**config.mk**
```make
export PLATFORM = sky130hd
export DESIGN_NAME = rarst_ctrl
export DESIGN_NICKNAME = d
export VERILOG_FILES = /design/src/hw/rtl/rarst_pkg.sv /design/src/hw/rtl/rarst_ctrl.sv
export SDC_FILE = /design/constraint.sdc
export NUM_CORES = 1
export LEC_CHECK = 0
export ABC_AREA = 0
export BUFFER_PORTS_ARGS = -buffer_cell sky130_fd_sc_hd__clkbuf_2
export CORE_AREA = 2 2 39 41
export DETAILED_ROUTE_END_ITERATION = 6
export DIE_AREA = 0 0 41 43
export SYNTH_ARGS = -nofsm -noshare
export SYNTH_HDL_FRONTEND = slang
export SYNTH_SLANG_ARGS = --single-unit
```
**constraint.sdc**
```tcl
create_clock -name clk -period 1.4 [get_ports clk]
set_input_delay 0.14 -clock clk [delete_from_list [all_inputs] [get_ports clk]]
set_output_delay 0.14 -clock clk [all_outputs]
set_load 0.02 [all_outputs]
```
**src/hw/rtl/rarst_pkg.sv**
```systemverilog
// Shared package of the range add / range sum tree block.
// Holds field widths, reset constants, the controller state type and the
// command and status structs between controller and datapath. No dependencies.
package rarst_pkg;

    localparam int VALUE_W          = 64;
    localparam int LEFT_W           = 10;
    localparam int RIGHT_W          = 11;
    localparam int SIZE_W           = 11;
    localparam int MAX_ELEMENTS_DEF = 1024;

    localparam logic [SIZE_W-1:0] SIZE_RESET = 11'd1024;

    localparam logic ACT_ADD = 1'b0;
    localparam logic ACT_SUM = 1'b1;

    typedef enum logic [5:0] {
        ST_CLEAR = 6'b000001,
        ST_IDLE  = 6'b000010,
        ST_SETUP = 6'b000100,
        ST_MUL   = 6'b001000,
        ST_WALK  = 6'b010000,
        ST_FIN   = 6'b100000
    } state_t;

    typedef struct packed {
        logic capture;
        logic setup;
        logic mul;
        logic walk;
        logic fin;
        logic clear;
        logic second;
    } cmd_t;

    typedef struct packed {
        logic is_query;
        logic t_live;
        logic clr_last;
    } sts_t;

endpackage

```
**src/hw/rtl/rarst_ctrl.sv**
```systemverilog
// Controller state machine of the range add / range sum tree block.
// Sequences the clearing pass and the two tree walks of each transaction.
// Depends on rarst_pkg for the state type and the command and status structs.
module rarst_ctrl (
    input  logic           clk,
    input  logic           rst_n,
    input  logic           start,
    output logic           busy,
    output logic           done,
    output rarst_pkg::cmd_t cmd,
    input  rarst_pkg::sts_t sts
);

    rarst_pkg::state_t state_reg, state_next;
    logic              second_reg, second_next;
    logic              done_reg, done_next;

    always_comb
    begin
        state_next  = state_reg;
        second_next = second_reg;
        done_next   = 1'b0;
        cmd         = '0;
        cmd.second  = second_reg;
        unique case (state_reg)
            rarst_pkg::ST_CLEAR:
            begin
                cmd.clear = 1'b1;
                if (sts.clr_last)
                begin
                    state_next = rarst_pkg::ST_IDLE;
                end
            end
            rarst_pkg::ST_IDLE:
            begin
                if (start)
                begin
                    cmd.capture = 1'b1;
                    second_next = 1'b0;
                    state_next  = rarst_pkg::ST_SETUP;
                end
            end
            rarst_pkg::ST_SETUP:
            begin
                cmd.setup  = 1'b1;
                state_next = sts.is_query ? rarst_pkg::ST_WALK : rarst_pkg::ST_MUL;
            end
            rarst_pkg::ST_MUL:
            begin
                cmd.mul    = 1'b1;
                state_next = sts.is_query ? rarst_pkg::ST_FIN : rarst_pkg::ST_WALK;
            end
            rarst_pkg::ST_WALK:
            begin
                cmd.walk = 1'b1;
                if (!sts.t_live)
                begin
                    if (sts.is_query)
                    begin
                        state_next = rarst_pkg::ST_MUL;
                    end
                    else if (second_reg)
                    begin
                        state_next = rarst_pkg::ST_IDLE;
                    end
                    else
                    begin
                        second_next = 1'b1;
                        state_next  = rarst_pkg::ST_SETUP;
                    end
                end
            end
            rarst_pkg::ST_FIN:
            begin
                cmd.fin = 1'b1;
                if (second_reg)
                begin
                    done_next  = 1'b1;
                    state_next = rarst_pkg::ST_IDLE;
                end
                else
                begin
                    second_next = 1'b1;
                    state_next  = rarst_pkg::ST_SETUP;
                end
            end
            default:
            begin
                state_next = rarst_pkg::ST_CLEAR;
            end
        endcase
    end

    always_ff @(posedge clk or negedge rst_n)
    begin
        if (!rst_n)
        begin
            state_reg  <= rarst_pkg::ST_CLEAR;
            second_reg <= 1'b0;
            done_reg   <= 1'b0;
        end
        else
        begin
            state_reg  <= state_next;
            second_reg <= second_next;
            done_reg   <= done_next;
        end
    end

    assign busy = (state_reg != rarst_pkg::ST_IDLE);
    assign done = done_reg;

endmodule

```
==> out/metrics.yaml, run 1 <==
run_status: "finished, violations left"
violations: "negative setup slack"
grt_pass1_wl_mm: 2.85
synth.top_cells.by_count: "7 x sky130_fd_sc_hd__dfrtp_1, 7 x sky130_fd_sc_hd__nor2_1, 5 x sky130_fd_sc_hd__a21oi_1"
finalSetupViolCount: 15
postSynthNetCount: 55
num-nets-final: 101
number_of_unique_standard_cell_types_used_by_synthesis: 24
first_iter_violations: 12
chipWidth_um: 41
final_layout_size_suffix_gt1_frac: 0.681
hold_slack_ns: 0.123
netlist_instances: 49
pin_count: 15
antenna_found_initial: 0
synthesis.area_per_instance_sq_um: 9.88
timing.hold.worst.class: "input port to flip-flop"
firstDrtPassIters: 4
ctsRootBufferMaster: "sky130_fd_sc_hd__clkbuf_4"
final-hold-violation-count: 0
die_height_um: 43
antenna_cells_inserted: 0
largest_net_degree_at_the_start_of_global_routing: 9
cts_tree: "built"
cp_data_arrival_time_ns: 1.62
slowest_delay_ns: 0.54
timing.final.ws_setup_ns: -0.355
hpwl_um: 966
worst-slew-pin-transition_ns: 0.276
tritoncts.num_buffers: 3
drc_errors: 0
seq_area_sq_um: 201
post_layout_min_period_ns: 1.76
place.gp.congestion: 0.752
synth_flop_cell: "sky130_fd_sc_hd__dfrtp_1"
detailroute.via_count: 565
multi_input_combinational_cell_area_sq_um: 328
clock_skew_ns: 0.00603
power_leakage_nw: 0.453
dpl.cell_count: 90
cts_h_tree_depth: 1
worst_skew_pair.late_latency_ns: 0.25
rsz_0062_raised_after_global_routing: "true"
ys_seq_area_frac: 0.416
period_share: 1.25
timing.setup.critical_path_class: "flip-flop to primary output"
maxCapViolCount: 0
final_antenna_net_count: 0
clkSlewWorstSetupHoldPaths_ns: 0.06
cts.sink_count: 8
post_synth_edffs: 0
filler_cell_count: 104
mappedNetlistArea_sq_um: 484
drt-total-wl_mm: 1.73
final_cells: 110
worst_path_buf_inv: 1
initial_utilization: 0.350
crit_family: "simple AND/OR/NAND/NOR gates"
irDropWorstVdd_v: 0.000884
core-area_sq_um: 1380
floorplan.rows: 14
placement.io_buffers: 14
vias_per_cell: 5.14
number_of_global_route_vias_before_repair: 608
cts_buffer_depth: 2
timing.critical_path.to_type: "primary output"
largest_register_ffs: 6
critPathMaxFanout: 2
post-synth-top-area-cell: "sky130_fd_sc_hd__dfrtp_1"
netlist.area_leader.share: 0.362
start_kind: "flip-flop"
fmax_mhz: 570
remaining_global_route_overflow: 0
avgRoutedWirePerCell_um: 15.8
worstPathCellList: "or4_4 -> nor3b_4 -> clkbuf_8"
yosysWarnings: 0
ys_seq_elements: 8
groute.usage.overall: 0.243
synth_area_leaders: "sky130_fd_sc_hd__dfrtp_1 36%, sky130_fd_sc_hd__dfstp_2 5.4%, sky130_fd_sc_hd__nor2_1 5.4%, sky130_fd_sc_hd__a21oi_1 5.2%, sky130_fd_sc_hd__nor3b_2 5.2%"
asyncSetResetFlopFracSynth: 1.00
powerDensity_nw_per_um2: 1480
required_time_of_the_critical_path_ns: 1.26
area_growth_syn_to_layout_pct: 95.6
highest_delay_cell_along_the_critical_path: "sky130_fd_sc_hd__or4_4"
final_slew_violations: 0
timing.slew.headroom: 0.815
die_area_sq_um: 1760
-- kinds of logic (layout without fill, tap and decap cells) --
family,after synthesis,after routing,share of synthesized area
AO/OA/AOI/OAI,13,13,0.168
XOR/XNOR,1,1,0.0181
buffers and inverters,3,48,0.0310
flip-flops,8,8,0.416
multiplexers,2,2,0.0413
AND/OR/NAND/NOR,22,22,0.326
-- cell type report --
type                       count  share of cell area
multi-input combinational     38               0.346
inverter                       2             0.00793
sequential                     8               0.213
tap                           16              0.0211
clock buffer                   4              0.0277
timing repair buffer          42               0.384
-- layer usage --
metal,global-route usage,up-vias,share of wire
met4,0.127,0,0.017
met5,0,-,0
met2,0.341,22,0.50
met3,0.0262,4,0.036
met1,0.356,265,0.44
li1,-,274,-
-- worst paths after layout --
| kind | startpoint | endpoint | slack [ns] | cells after the start |
|---|---|---|---|---|
| setup / recovery | state_reg[2] | cmd[3] | -0.36 | 3 |
| hold / removal | start | state_reg[1] | 0.12 | 2 |
| setup reg to reg | state_reg[1] | state_reg[1] | -0.29 | 6 |
| hold reg to reg | second_reg | done | 0.59 | 1 |
| max in group asynchronous | rst_n | state_reg[0] | 0.89 | 2 |
| min in group asynchronous | rst_n | done | 0.26 | 2 |
-- timing repair --
item                       CTS  global route
resized for setup           27            14
setup endpoints to repair   15            15
gates cloned                 0             0
hold endpoints to repair     8             0
pin swaps                   13            11
buffers inserted            43             6
hold buffers                 1             0
-- cells in the final DEF, fill, tap and decap left out, types with 3 or more instances in the layout --
cell / count
sky130_fd_sc_hd__o21ai_0: 3
sky130_fd_sc_hd__nor3b_4: 3
sky130_fd_sc_hd__buf_4: 21
sky130_fd_sc_hd__dfrtp_1: 7
sky130_fd_sc_hd__nor2_4: 3
sky130_fd_sc_hd__clkbuf_2: 7
sky130_fd_sc_hd__nor2_1: 3
sky130_fd_sc_hd__buf_6: 8
sky130_fd_sc_hd__clkbuf_4: 3
sky130_fd_sc_hd__a21oi_1: 3
sky130_fd_sc_hd__clkbuf_8: 3
-- through the flow --
stage | worst slack, ns | area [sq um] | setup TNS [ns] | util | total power [W]
3_5_place_dp | -0.196 | 657 | -1.81 | 0.475 | 0.000827
2_1_floorplan | -0.316 | 484 | -2.51 | - | 0.000630
6_report | -0.355 | 947 | -3.55 | 0.684 | 0.00140
4_1_cts | -0.378 | 878 | -3.32 | 0.635 | 0.00128
5_1_grt | -0.406 | 947 | -4.21 | 0.684 | 0.00147
3_3_place_gp | -0.190 | 657 | -1.75 | 0.475 | 0.000823
-- power breakdown --
| part | internal (W) | switching [W] |
|---|---|---|
| clock | 0.000109 | 0.0000793 |
| sequential | 0.000284 | 0.0000367 |
| combinational | 0.000497 | 0.000395 |
Power figures use the tool's default switching activity.
==> run 2, diff against run 1 <==
--- a/config.mk
+++ b/config.mk
@@ -7,9 +7,12 @@
 export LEC_CHECK = 0
 export ABC_AREA = 0
 export BUFFER_PORTS_ARGS = -buffer_cell sky130_fd_sc_hd__clkbuf_2
-export CORE_AREA = 2 2 39 41
+export CELL_PAD_IN_SITES_DETAIL_PLACEMENT = 0
+export CELL_PAD_IN_SITES_GLOBAL_PLACEMENT = 1
+export CORE_MARGIN = 2
+export CORE_UTILIZATION = 31
 export DETAILED_ROUTE_END_ITERATION = 6
-export DIE_AREA = 0 0 41 43
+export PLACE_DENSITY_LB_ADDON = 0.1
 export SYNTH_ARGS = -nofsm -noshare
 export SYNTH_HDL_FRONTEND = slang
 export SYNTH_SLANG_ARGS = --single-unit
==> run 2 against run 1 <==
Critical path type unchanged. Utilization decreased by 8.7 points. Cell count decreased by 4.5%. Maximum frequency about the same. Global-route usage decreased by 7.4 points. Largest cell class is now multi-input combinational cells. Die area grew 7.4%. Clock power barely moved. Sequential power grew 6.2%. Routed wire length fell by 17%. Largest power group unchanged. The run still ends with negative setup slack left.
==> out/metrics.yaml, run 2 (synthesized netlist as in run 1, its figures left out) <==
run_status: "finished, violations left"
violations: "negative setup slack"
swShare: 0.365  # +0.000618
floorplan.rows: 14  # unchanged
timing.critical_path.to_type: "primary output"
antenna_found_initial: 0  # unchanged
remaining_global_route_overflow: 0  # unchanged
hpwl_um: 982  # +1.7%
largest_net_degree_at_the_start_of_global_routing: 9  # unchanged
final-hold-violation-count: 0  # unchanged
worst_skew_pair.late_latency_ns: 0.25  # about the same
ctsRootBufferMaster: "sky130_fd_sc_hd__clkbuf_4"
irDropWorstVdd_v: 0.000617  # -30%
die_area_sq_um: 1890  # +7.4%
avgRoutedWirePerCell_um: 13.7  # -13%
period_share: 1.25  # about the same
clock_skew_ns: 0.00509  # -0.000945 ns
final_layout_size_suffix_gt1_frac: 0.652  # -0.0292
area_growth_syn_to_layout_pct: 83.7
firstDrtPassIters: 3  # -1
fin_util: 0.597  # -0.0870
cts.sink_count: 8  # unchanged
cts_buffer_depth: 2  # unchanged
layout_commonest_cell: "sky130_fd_sc_hd__buf_4"
clkSlewWorstSetupHoldPaths_ns: 0.06  # about the same
final_slew_violations: 0  # unchanged
detailroute.via_count: 523  # -7.4%
final_cell_mix: "20 x sky130_fd_sc_hd__buf_4, 7 x sky130_fd_sc_hd__dfrtp_1, 7 x sky130_fd_sc_hd__clkbuf_2, 5 x sky130_fd_sc_hd__buf_6, 4 x sky130_fd_sc_hd__clkbuf_8"
rsz_0062_raised_after_global_routing: "true"
power.net_switching_w: 0.000460  # -9.9%
groute.usage.overall: 0.168  # -0.0745
chipWidth_um: 43.5  # +6.1%
critPathMaxFanout: 3  # +1
gr-usage-met2: 0.266  # -0.0750
p_seq_frac: 0.270  # +0.041
start_kind: "flip-flop"
cts_h_tree_depth: 1  # unchanged
drt-total-wl_mm: 1.44  # -17%
pin_count: 15  # unchanged
gr-max-usage-layer: "met2"
powerDensity_nw_per_um2: 1420  # -4.2%
post-route-cell-area_sq_um: 890  # -6.1%
worst-slew-pin-transition_ns: 0.213  # -0.0626 ns
final_antenna_net_count: 0  # unchanged
vias_per_cell: 4.98  # -3.0%
first_iter_violations: 3  # -9
timing.hold.worst.class: "input port to flip-flop"
cp_data_arrival_time_ns: 1.61  # about the same
finalSetupViolCount: 15  # unchanged
place_worst_setup_slack_ns: -0.216  # -0.0198 ns
die_height_um: 43.5  # +1.2%
cts_tree: "built"
maxCapViolCount: 0  # unchanged
placement.io_buffers: 14  # unchanged
post_layout_min_period_ns: 1.75  # -0.000864 ns
clkPwrFrac: 0.149  # +0.014
globalRouteMet3Util: 0.0250  # -0.00118
tritoncts.num_buffers: 3  # unchanged
number_of_global_route_vias_before_repair: 519  # -15%
dpl.cell_count: 90  # unchanged
final_cells: 105  # -4.5%
fmax_mhz: 570  # about the same
drc_errors: 0  # unchanged
initial_utilization: 0.325  # -0.0247
timing.setup.critical_path_class: "flip-flop to primary output"
core-area_sq_um: 1490  # +7.6%
largest_register_ffs: 6  # unchanged
dpl_cell_area_sq_um: 657  # unchanged
num-nets-final: 96  # -5.0%
internal_power_w: 0.000799  # -10%
antenna_cells_inserted: 0  # unchanged
power_leakage_nw: 0.424  # -6.5%
place.gp.congestion: 0.747  # -0.73%
required_time_of_the_critical_path_ns: 1.26  # about the same
met1_usage: 0.238  # -0.118
grt_pass1_wl_mm: 2.29  # -20%
timing.slew.headroom: 0.856  # +0.0418
pwr-share-comb: 0.582  # -0.055
timing.final.ws_setup_ns: -0.354  # +0.000864 ns
run 2: cell types whose count changed in the layout (fill, tap and decap cells not counted):
cell / before / now
sky130_fd_sc_hd__buf_4: 21 / 20
sky130_fd_sc_hd__buf_6: 8 / 5
sky130_fd_sc_hd__buf_8: 2 / 0
sky130_fd_sc_hd__clkbuf_8: 3 / 4
sky130_fd_sc_hd__inv_1: 1 / 2
sky130_fd_sc_hd__inv_2: 1 / 0
run 2: per-layer routing:
metal | routed length, um | part of all wire | up-vias
met2 | 695 | 0.48 | 8
met1 | 693 | 0.48 | 248
li1 | - | - | 263
met4 | 19 | 0.013 | 0
met5 | 0 | 0 | -
met3 | 29 | 0.020 | 4
run 2: power by group through the flow:
stage	Clock, W	Combinational (W)	Sequential [W]
6_report	0.000187	0.000732	0.000340
5_1_grt	0.000207	0.000791	0.000347
4_1_cts	0.000195	0.000646	0.000331
3_5_place_dp	0	0.000483	0.000333
3_3_place_gp	0	0.000482	0.000335
2_1_floorplan	0	0.000295	0.000335
run 2: final cells by class:
| type | count | area (sq um) |
|---|---|---|
| timing repair buffer | 37 | 307 |
| inverter | 2 | 7.51 |
| multi-input combinational | 38 | 328 |
| tap | 16 | 20.0 |
| sequential | 8 | 201 |
| clock buffer | 4 | 26.3 |
| fill | 146 | 599 |
run 2: final timing paths:
kind / slack, ns / depth (start not counted) / startpoint / to
min: 0.13 / 2 / start / state_reg[1]
max: -0.35 / 3 / state_reg[3] / cmd[3]
max reg2reg: -0.29 / 5 / state_reg[3] / state_reg[1]
min reg2reg: 0.59 / 1 / second_reg / done
min in group asynchronous: 0.28 / 2 / rst_n / state_reg[5]
max in group asynchronous: 0.86 / 2 / rst_n / state_reg[0]
run 2: what timing repair did:
item | CTS | global route
hold endpoints to repair | 8 | 0
endpoints found under the setup margin | 15 | 15
pin swaps | 10 | 12
hold buffers | 1 | 0
resized for setup | 23 | 13
setup buffers | 7 | 7
run 2: worst max-delay path, stage by stage (launching register included):
cell	delay (ns)
sky130_fd_sc_hd__dfrtp_1	0.38
sky130_fd_sc_hd__or4_4	0.57
sky130_fd_sc_hd__nor3b_4	0.24
sky130_fd_sc_hd__clkbuf_8	0.19
run 2: per-stage QoR:
step                hold slack (ns)  TNS (ns)  total power, W
floorplan                    -0.156     -2.51        0.000630
global placement            0.00598     -1.60        0.000816
detailed placement          0.00129     -1.66        0.000816
CTS                           0.125     -3.76         0.00117
global route                  0.131     -4.19         0.00135
finish                        0.128     -3.26         0.00126
